### src/rtl/bha_pkg.sv
// Shared types, codes and defaults for the bitmap handle allocator.
`default_nettype none

package bha_pkg;

  localparam int HANDLES_DEF   = 256;
  localparam int WORD_BITS_DEF = 32;

  localparam int SIZE_W   = 9;
  localparam int HANDLE_W = 8;
  localparam int ITEM_W   = 32;
  localparam int MODE_W   = 2;
  localparam int STATUS_W = 2;

  // register map, word index on paddr
  localparam logic REG_HANDLES_IN_USE = 1'b0;
  localparam logic [SIZE_W-1:0] HANDLES_IN_USE_RST = 9'd256;

  typedef enum logic [MODE_W-1:0] {
    MODE_ALLOC = 2'd0,
    MODE_FREE  = 2'd1,
    MODE_GET   = 2'd2
  } mode_t;

  typedef enum logic [STATUS_W-1:0] {
    STAT_OK         = 2'd0,
    STAT_NOFREE     = 2'd1,
    STAT_BAD_HANDLE = 2'd2
  } status_t;

  typedef enum logic [3:0] {
    S_CLEAR,
    S_IDLE,
    S_FETCH,
    S_SCAN,
    S_CHECK,
    S_FIN_ALLOC,
    S_FIN_NOFREE,
    S_FIN_ERR,
    S_FIN_FREE,
    S_FIN_GET
  } state_t;

  typedef struct packed {
    logic    load_in;
    logic    scan_clr;
    logic    scan_inc;
    logic    clear_wr;
    logic    cap_avail;
    logic    map_wr_alloc;
    logic    map_wr_free;
    logic    item_wr;
    logic    out_load;
    status_t out_status;
    logic    out_grant;
    logic    out_item;
  } cmd_t;

  typedef struct packed {
    logic [MODE_W-1:0] mode;
    logic              avail_nz;
    logic              last_word;
    logic              held;
    logic              out_free;
  } stat_t;

endpackage

`default_nettype wire

### src/rtl/bha_ctrl.sv
// Controller state machine: clearing pass, request dispatch, map scan, result hand-off.
`default_nettype none

module bha_ctrl
  import bha_pkg::*;
(
  input  wire   clk,
  input  wire   rst,
  input  wire   s_axis_tvalid,
  output logic  s_axis_tready,
  input  stat_t st,
  output cmd_t  cmd
);

  state_t state, state_next;

  always_ff @(posedge clk) begin
    if (rst) begin
      state <= S_CLEAR;
    end else begin
      state <= state_next;
    end
  end

  always_comb begin
    state_next = state;
    unique case (state) inside
      S_CLEAR: begin
        if (st.last_word) state_next = S_IDLE;
      end
      S_IDLE: begin
        if (s_axis_tvalid) state_next = S_FETCH;
      end
      S_FETCH: begin
        unique case (st.mode) inside
          MODE_ALLOC: state_next = S_SCAN;
          MODE_FREE,
          MODE_GET:   state_next = S_CHECK;
          default:    state_next = S_FIN_ERR;
        endcase
      end
      S_SCAN: begin
        if (st.avail_nz) state_next = S_FIN_ALLOC;
        else if (st.last_word) state_next = S_FIN_NOFREE;
      end
      S_CHECK: begin
        if (!st.held) state_next = S_FIN_ERR;
        else if (st.mode == MODE_FREE) state_next = S_FIN_FREE;
        else state_next = S_FIN_GET;
      end
      S_FIN_ALLOC,
      S_FIN_NOFREE,
      S_FIN_ERR,
      S_FIN_FREE,
      S_FIN_GET: begin
        if (st.out_free) state_next = S_IDLE;
      end
      default: state_next = S_CLEAR;
    endcase
  end

  always_comb begin
    cmd           = '0;
    s_axis_tready = 1'b0;
    unique case (state)
      S_CLEAR: begin
        cmd.clear_wr = 1'b1;
        if (st.last_word) cmd.scan_clr = 1'b1;
        else cmd.scan_inc = 1'b1;
      end
      S_IDLE: begin
        s_axis_tready = 1'b1;
        if (s_axis_tvalid) begin
          cmd.load_in  = 1'b1;
          cmd.scan_clr = 1'b1;
        end
      end
      S_FETCH: begin
      end
      S_SCAN: begin
        if (st.avail_nz) cmd.cap_avail = 1'b1;
        else if (!st.last_word) cmd.scan_inc = 1'b1;
      end
      S_CHECK: begin
      end
      S_FIN_ALLOC: begin
        if (st.out_free) begin
          cmd.out_load     = 1'b1;
          cmd.out_status   = STAT_OK;
          cmd.out_grant    = 1'b1;
          cmd.map_wr_alloc = 1'b1;
          cmd.item_wr      = 1'b1;
        end
      end
      S_FIN_NOFREE: begin
        if (st.out_free) begin
          cmd.out_load   = 1'b1;
          cmd.out_status = STAT_NOFREE;
        end
      end
      S_FIN_ERR: begin
        if (st.out_free) begin
          cmd.out_load   = 1'b1;
          cmd.out_status = STAT_BAD_HANDLE;
        end
      end
      S_FIN_FREE: begin
        if (st.out_free) begin
          cmd.out_load    = 1'b1;
          cmd.out_status  = STAT_OK;
          cmd.map_wr_free = 1'b1;
        end
      end
      S_FIN_GET: begin
        if (st.out_free) begin
          cmd.out_load   = 1'b1;
          cmd.out_status = STAT_OK;
          cmd.out_item   = 1'b1;
        end
      end
      default: begin
      end
    endcase
  end

endmodule

`default_nettype wire

### config.mk
export PLATFORM = sky130hd
export DESIGN_NAME = bha_ctrl
export DESIGN_NICKNAME = d
export VERILOG_FILES = /design/src/rtl/bha_pkg.sv /design/src/rtl/bha_ctrl.sv
export SDC_FILE = /design/constraint.sdc
export NUM_CORES = 1
export LEC_CHECK = 0
export BUFFER_PORTS_ARGS = -buffer_cell sky130_fd_sc_hd__buf_4
export CAP_MARGIN = 10
export CORE_AREA = 2 2 39 41
export CTS_CLUSTER_SIZE = 30
export DETAILED_ROUTE_END_ITERATION = 10
export DIE_AREA = 0 0 41 43
export GPL_TIMING_DRIVEN = 0
export PLACE_DENSITY = 0.67
export SKIP_CTS_REPAIR_TIMING = 1
export SLEW_MARGIN = 20
export SYNTH_ARGS = -nofsm -noshare
export SYNTH_HDL_FRONTEND = slang
export SYNTH_SLANG_ARGS = --single-unit
### constraint.sdc
create_clock -name clk -period 1.79 [get_ports clk]
set_input_delay 0.537 -clock clk [delete_from_list [all_inputs] [get_ports clk]]
set_output_delay 0.537 -clock clk [all_outputs]
set_load 0.02 [all_outputs]
### Word-level counts from Yosys, hierarchy flattened

Index checks and enable logic that the tools add are counted.

* bits in registers: 4

* equality and inequality tests: 15
* mux-type cells: 31
* reduce and logical (&&, ||, !) cells: 6

Operators by type and width (count)
* 4-bit two-way mux: 6
* 4-bit one-hot mux with 6 select lines: 1
* 4-bit by 3-bit equality test with 1-bit output (second input constant): 4
* 1-bit two-way mux: 15
* 3-bit one-hot mux with 4 select lines: 1
* 3-bit two-way mux: 3
* 4-bit by 2-bit equality test with 1-bit output (second input constant): 2
* 4-bit equality test (second input constant): 2
* 2-bit inequality test (second input constant): 3
* 3-bit one-hot mux with 2 select lines: 1
* 5-bit two-way mux: 1
* 5-bit OR reduction: 1
* 4-bit by 1-bit equality test with 1-bit output (second input constant): 1
* 4-bit zero test: 1
* 1-bit one-hot mux with 2 select lines: 2
* 4-bit AND reduction: 1
* 2-bit OR reduction: 2
* 3-bit inequality test (second input constant): 1
* 2-bit by 1-bit equality test with 1-bit output (second input constant): 1
* 2-bit equality test (second input constant): 1
* 2-bit zero test: 1
* 2-bit two-way mux: 1

### Logic depth before layout (Yosys ltp)

Gate-level depths: netlist (run 1).

* word-level depth: 4
* depth in mapped cells: 7
* mapped depth without buffers: 7

### Worst setup path before layout (run 1)

No wires, ideal clock.

* path kind: flip-flop to output port
* start point: reg state[2]
* end point: out cmd[5] (netlist name)
* arrival time: 1.482 ns
* required time: 1.253 ns
* slack: -0.229 ns
* cell stages (with the launch flop): 6
* path buffers: 3
* path through: dfxtp_1 -> buf_2 -> buf_4 -> nand2_1 -> nor3_1 -> buf_4

RTL lines
* start, declared: RTL line bha_ctrl.sv:15 `state_t state, state_next;`
* start signal, assigned: RTL line bha_ctrl.sv:21 `state <= state_next;`
* end, declared: RTL line bha_ctrl.sv:12 `output cmd_t cmd`

==> results of run 1 <==
area by class of cell:
| type | instances | share of cell area (%) |
|---|---|---|
| multi-input cells | 54 | 48.8 |
| repair buffers | 30 | 26.4 |
| flip-flops and latches | 4 | 10.2 |
| plain buffers | 7 | 7.84 |
| clock buffers | 3 | 2.48 |
| well taps | 16 | 2.20 |
| inverters | 5 | 2.06 |
cells in the mapped netlist (3+ instances only):
library cell  instances
a21oi_1               4
and2_1                3
buf_2                 3
buf_4                 3
dfxtp_1               4
inv_1                 5
nand2_1               4
nor2_1                8
nor3_1                4
o21ai_0               5
worst max-delay path, stage by stage, from the launching register on:
cell     delay (ns)
dfxtp_4        0.36
buf_6          0.13
buf_8          0.12
mux2i_2        0.14
nor4_2         0.24
buf_4          0.19
cells by family after synthesis:
| kind of cell | share of synthesized area (%) |
|---|---|
| buffers and inverters | 11.8 |
| AOI/OAI and AO/OA | 33.8 |
| muxes | 1.96 |
| DFF | 15.7 |
| and+or+nand+nor | 31.9 |
| adders and majority gates | 4.90 |
path summary, 6_finish.rpt:
check	from	end	slack, ns	depth (start not counted)
hold / removal	rst	state[0]	0.50	2
hold reg to reg	state[3]	state[1]	0.67	3
setup / recovery	state[0]	cmd[11]	-0.15	5
setup reg to reg	state[1]	state[2]	0.27	6
report_power, final:
part | switching (mW) | internal (mW) | total (mW) | leakage (nW)
registers | 0.0374 | 0.127 | 0.164 | 0.0353
logic | 0.444 | 0.452 | 0.896 | 0.354
clock network | 0.0306 | 0.0745 | 0.105 | 0.0138
total | 0.512 | 0.653 | 1.17 | 0.403
routing by layer:
metal / vias to the layer above / wire (um) / GRT usage [%]
li1: 317 / - / -
met1: 298 / 642 / 21.2
met2: 27 / 797 / 26.3
met3: 0 / 100 / 4.71
met4: 0 / 0 / 4.00
met5: - / 0 / 0
==> metrics.csv, run 1 <==
metric;value;unit
setup_viol;6;
routed_wl;1540;um
grt_antenna_before_repair;0;
synth_top_area_share;15.7;%
synth_cells;70;
drive_above_1_share;59.2;%
place_area;706;um2
n_fill_cell;128;
crit_required;1.25;ns
crit_path_start_kind;register;
clk_pin_slew;0.03;ns
period_minus_slack;1.94;ns
wl_per_cell;12.9;um
synth-edff-count;0;
synth_seq_cells;4;
num_rows;14;
placedCellCount;108;
crit_arrival;1.40;ns
violations;negative setup slack;
grt_use_total;16.5;%
yosysTopAreaCell;dfxtp_1;
largest_register_ffs;4;
grt_pass1_vias;482;
top_register;state;
htree_levels;1;
ios;23;
core;1380;um2
detail-route-antenna-nets;0;
layout_common_cells;buf_4 (29), nor2_1 (7), inv_1 (5), buf_6 (5);
dp_hpwl;1020;um
synthTopCellsByArea;dfxtp_1 (16%), nor2_1 (5.9%), a2111oi_4 (5.4%), ha_1 (4.9%), o21ai_0 (4.9%);
grt_pass1_wl;2050;um
pre_cts_ws;-0.175;ns
stdcell_count;119;
regArea;92.6;um2
vias;642;
clock.fmax;517;MHz
cts_root_buf;clkbuf_4;
grt_max_degree;11;
synthDistinctLibCells;31;
p_leak;0.403;nW
synth-main-ff-cell;dfxtp_1;
min_path_type;input port to register;
fin_hold_ws;0.495;ns
worstSkewPairLatency;0.23;ns
cts_buffer_depth;2;
start_util;36.9;%
cts_tree;built;
fin_setup_tns;-0.365;ns
rsz0062_at_grt;true;
nets;116;
crit_type;register to primary output;
p_per_area;1280;nW/um2
fin_ws;-0.146;ns
fp.dieArea;1760;um2
syn_to_final_growth;78.2;%
relSlewSlack;71.9;%
clock-sinks;4;
synthArstFlopShare;0;%
critPathMaxFanout;7;
total_power;1.17;mW
cap_violations;0;
synth_nets;81;
fin_skew;0.00393;ns
drt_iter0_drc;16;
crit_path_end_kind;primary output;
overflow;0;
first_pass_iters;4;
n_antenna_cell;0;
fin_area;910;um2
fin_crit_sh;108;%
postLayoutCoreUtil;65.7;%
mostFrequentLayoutCell;buf_4;
reg.largest.list;state x4;
multiInputGateArea;444;um2
portBuffers;22;
hold_violations;0;
synthesis.area;510;um2
vias_per_cell;5.39;
dieWidth;41;um
avgSynthCellArea;7.29;um2
die_h;43;um
status;finished with violations;
drc;0;
yosysWarnings;0;
maxSlewViolCount;0;
ys_seq_area_share;15.7;%
cts_inserted_buffers;3;
tightest_slew;0.416;ns
peakVddDrop;0.000704;V
gp_congestion;0.828;
No activity file was read; power rests on OpenSTA's default activity.
==> run 2: changes to the inputs <==
REMOVE_ABC_BUFFERS = 1   (was not set)
==> run 2 against run 1 <==
The run still ends with negative setup slack left. Via count decreased by 6.9%. Die area unchanged. Largest power group unchanged. Clock power increased by 9%. Power decreased by 5.5%. Hold slack got worse by 0.018 ns. Critical endpoint is now cmd[10].
==> metrics.csv, run 2 (same netlist as run 1, synthesis figures left out) <==
metric;value;unit;change
status;finished with violations;;
violations;negative setup slack;;
dieWidth;41;um;unchanged
gp_congestion;0.725;;-13%
min_path_type;input port to register;;
grt_max_degree;19;;+8
largest_register_ffs;4;;unchanged
wl_per_cell;12.4;um;-4.1%
n_antenna_cell;0;;unchanged
peakVddDrop;0.000641;V;-8.9%
pre_cts_ws;-0.211;ns;-0.0363 ns
vias;598;;-6.9%
hold-path-cell-count;2;;unchanged
detail-route-antenna-nets;0;;unchanged
n_fill_cell;149;;+16%
mostFrequentLayoutCell;buf_4;;
placedCellCount;101;;-6.5%
fp.dieArea;1760;um2;unchanged
drive_above_1_share;54.6;%;-4.6 points
rrSetupSlack;0.28;ns;about the same
portBuffers;22;;unchanged
layout_common_cells;buf_4 (27), nor2_1 (7), inv_1 (5);;
grt_pass1_vias;426;;-12%
crit_required;1.25;ns;about the same
overflow;0;;unchanged
syn_to_final_growth;61.3;%;
reg2reg_to;state[1];;
fin_ws;-0.151;ns;-0.00525 ns
rsz0062_at_grt;true;;
crit_arrival;1.40;ns;about the same
dp_hpwl;852;um;-16%
cap_violations;0;;unchanged
cts_root_buf;clkbuf_4;;
ios;23;;unchanged
drt_iter0_drc;6;;-10
p_per_area;1340;nW/um2;+4.4%
setup_viol;1;;-5
grt_pass1_wl;1860;um;-9.1%
clk_pin_slew;0.04;ns;about the same
fin_area;823;um2;-9.5%
hold_violations;0;;unchanged
nets;110;;-5.2%
core;1380;um2;unchanged
fin_crit_sh;108;%;+0.29 points
cts_tree;built;;
fin_hold_ws;0.477;ns;-0.0185 ns
total_power;1.10;mW;-5.5%
crit_path_end_kind;primary output;;
cts_buffer_depth;2;;unchanged
clock-sinks;4;;unchanged
die_h;43;um;unchanged
maxSlewViolCount;0;;unchanged
crit_path_start_kind;register;;
top_register;state;;
period_minus_slack;1.94;ns;+0.00525 ns
worstSkewPairLatency;0.23;ns;about the same
htree_levels;1;;unchanged
routed_wl;1400;um;-9.0%
reg2regPathDepth;5;;-1
critPathMaxFanout;6;;-1
fin_skew;0.000734;ns;-0.00320 ns
crit_type;register to primary output;;
grt_antenna_before_repair;0;;unchanged
cts_inserted_buffers;3;;unchanged
tightest_slew;0.336;ns;-0.0801 ns
relSlewSlack;77.3;%;+5.4 points
num_rows;14;;unchanged
clock.fmax;515;MHz;-0.27%
vias_per_cell;5.29;;-1.9%
p_leak;0.356;nW;-12%
rr_startpoint;state[0];;
worstHoldStart;rst;;
hold_end;state[0];;
drc;0;;unchanged
reg.largest.list;state x4;;
grt_use_total;14.6;%;-1.9 points
first_pass_iters;4;;unchanged
place_area;654;um2;-7.3%
start_util;36.9;%;unchanged
stdcell_count;113;;-5.0%
## run 2: cell types whose count changed in the layout (fill, tap and decap cells not counted), moves of 2 or more
cell and delta:
buf_8 -2, buf_4 -2, nor4_1 +2, buf_6 -2
and2_1 -2, and2_4 +2, nor4_2 -2
## run 2: final cells by class
cell class,instances,area [um2],area share (%)
Tap cell,16,20.0,2.43
Inverter,5,18.8,2.28
Clock buffer,3,22.5,2.74
Sequential cell,4,95.1,11.6
Multi-Input combinational cell,54,425,51.7
Timing Repair Buffer,31,241,29.3
## run 2: worst max path at each step
| stage | start | slack (ns) | cells after the start | to |
|---|---|---|---|---|
| after floorplan | state[0] | -0.78 | 2 | cmd[1] |
| after global placement | state[0] | -0.22 | 3 | cmd[10] |
| after detailed placement | state[0] | -0.21 | 3 | cmd[10] |
| after CTS | state[0] | -0.48 | 3 | cmd[10] |
| after global routing | state[0] | -0.20 | 3 | cmd[10] |
| final | state[0] | -0.15 | 3 | cmd[10] |
## run 2: power breakdown
group | total [mW] | leakage (nW) | internal [mW] | switching, mW
logic | 0.795 | 0.307 | 0.408 | 0.387
registers | 0.193 | 0.0356 | 0.128 | 0.0650
clock network | 0.114 | 0.0138 | 0.0751 | 0.0387
total | 1.10 | 0.356 | 0.611 | 0.490
## run 2: stage by stage
step,utilization (%),TNS (ns)
after floorplan,-,-2.74
after global placement,47.3,-0.879
after detailed placement,47.3,-0.961
after CTS,48.9,-4.13
after global routing,59.5,-0.420
final,59.5,-0.151
## run 2: metal layers
metal / GRT usage [%] / share of wire [%] / vias up
met2: 22.8 / 51 / 15
met5: 0 / 0 / -
li1: - / - / 305
met4: 0 / 0 / 0
met1: 20.5 / 44 / 278
met3: 4.71 / 4.6 / 0
## run 2: worst max-delay path, stage by stage (launching register included)
cell and delay, ns:
dfxtp_4 0.35, or2_4 0.26, a2111oi_4 0.36, buf_4 0.20
==> run 3: changes to the inputs <==
clock period = 1.85 ns   (was 1.79 ns; I/O delays follow)
==> run 3 against run 2 <==
The run still ends with negative setup slack left. Clock-buffer cell count stayed put. Clock power is essentially flat. Combinational power shrank 3.3%.
==> metrics.csv, run 3 (same netlist as run 1, synthesis figures left out) <==
metric;value;unit;change
drt_iter0_drc;9;;+3
grt_use_total;14.6;%;unchanged
n_fill_cell;149;;unchanged
wl_per_cell;12.5;um;+0.78%
crit_path_end_kind;primary output;;
p_per_area;1310;nW/um2;-2.3%
drive_above_1_share;53.6;%;-1.0 points
regArea;95.1;um2;unchanged
min_path_type;input port to register;;
cts_root_buf;clkbuf_4;;
grt_pass1_vias;426;;unchanged
clock.fmax;510;MHz;
critPathMaxFanout;6;;unchanged
vias;611;;+2.2%
layout_common_cells;buf_4 (30), nor2_1 (7), inv_1 (5);;
first_pass_iters;5;;+1
setup_viol;1;;unchanged
cts_inserted_buffers;3;;unchanged
num_rows;14;;unchanged
grt_max_degree;19;;unchanged
mostFrequentLayoutCell;buf_4;;
violations;negative setup slack;;
hold_violations;0;;unchanged
fin_area;816;um2;-0.91%
max_stage_delay;0.36;ns;about the same
crit_required;1.29;ns;+0.04 ns
detail-route-antenna-nets;0;;unchanged
start_util;36.9;%;unchanged
dp_hpwl;852;um;unchanged
fin_crit_sh;106;%;
portBuffers;22;;unchanged
cts_buffer_depth;2;;unchanged
rsz0062_at_grt;true;;
pre_cts_ws;-0.169;ns;+0.0420 ns
cts_tree;built;;
fin_ws;-0.110;ns;+0.0410 ns
fp.dieArea;1760;um2;unchanged
drc;0;;unchanged
grt_antenna_before_repair;0;;unchanged
multiInputGateArea;423;um2;-0.59%
ios;23;;unchanged
peakVddDrop;0.000632;V;-1.4%
postLayoutCoreUtil;59.0;%;-0.54 points
n_antenna_cell;0;;unchanged
crit_arrival;1.41;ns;about the same
dieWidth;41;um;unchanged
top_register;state;;
relSlewSlack;77.4;%;+0.11 points
fin_skew;0.00134;ns;+0.000611 ns
total_power;1.07;mW;-3.2%
crit_type;register to primary output;;
syn_to_final_growth;59.8;%;
tightest_slew;0.334;ns;-0.00160 ns
largest_register_ffs;4;;unchanged
slowest_stage;a2111oi_4;;
nets;110;;unchanged
htree_levels;1;;unchanged
gp_congestion;0.725;;unchanged
p_leak;0.353;nW;-0.80%
worstSkewPairLatency;0.24;ns;about the same
grt_pass1_wl;1860;um;unchanged
overflow;0;;unchanged
clk_pin_slew;0.04;ns;about the same
maxSlewViolCount;0;;unchanged
stdcell_count;113;;unchanged
clock-sinks;4;;unchanged
place_area;654;um2;unchanged
period_minus_slack;1.96;ns;
cap_violations;0;;unchanged
fin_hold_ws;0.493;ns;+0.0162 ns
crit_path_cell_trace;or2_4 > a2111oi_4 > buf_4;;
vias_per_cell;5.41;;+2.2%
core;1380;um2;unchanged
reg.largest.list;state x4;;
routed_wl;1410;um;+0.78%
placedCellCount;101;;unchanged
crit_path_start_kind;register;;
fin_setup_tns;-0.110;ns;+0.0410 ns
die_h;43;um;unchanged
status;finished with violations;;
-- run 3: cell types whose count changed in the layout (fill, tap and decap cells not counted), sizes merged --
cell / previous run / this run
clkbuf: 4 / 3
buf: 30 / 31
-- run 3: layout make-up --
type / count / area share (%)
Multi-Input combinational cell: 54 / 51.8
Sequential cell: 4 / 11.7
Inverter: 5 / 2.30
Tap cell: 16 / 2.45
Timing Repair Buffer: 31 / 29.0
Clock buffer: 3 / 2.76
-- run 3: power by group --
group / internal, mW / switching [mW] / total (mW) / leakage, nW
registers: 0.124 / 0.0618 / 0.185 / 0.0356
logic: 0.392 / 0.377 / 0.769 / 0.304
clock network: 0.0728 / 0.0395 / 0.112 / 0.0138
total: 0.588 / 0.478 / 1.07 / 0.353
-- run 3: per-layer routing --
metal	global-route usage [%]	vias up	routed length [um]
met5	0	-	0
met4	0	0	9
met3	4.71	2	83
met2	22.8	22	698
met1	20.5	284	621
li1	-	303	-
-- run 3: worst paths after layout --
check / startpoint / endpoint / slack (ns) / cells after the start
min: rst / state[2] / 0.49 / 2
max reg2reg: state[0] / state[1] / 0.34 / 5
min reg2reg: state[2] / state[2] / 0.60 / 2
max: state[0] / cmd[10] / -0.11 / 3
-- run 3: worst max-delay path, delay by kind of cell (launching register included) --
family / cells / cell delay, ns
flip-flops: 1 / 0.35
AO/OA/AOI/OAI: 1 / 0.36
AND/OR/NAND/NOR: 1 / 0.26
buffers and inverters: 1 / 0.20
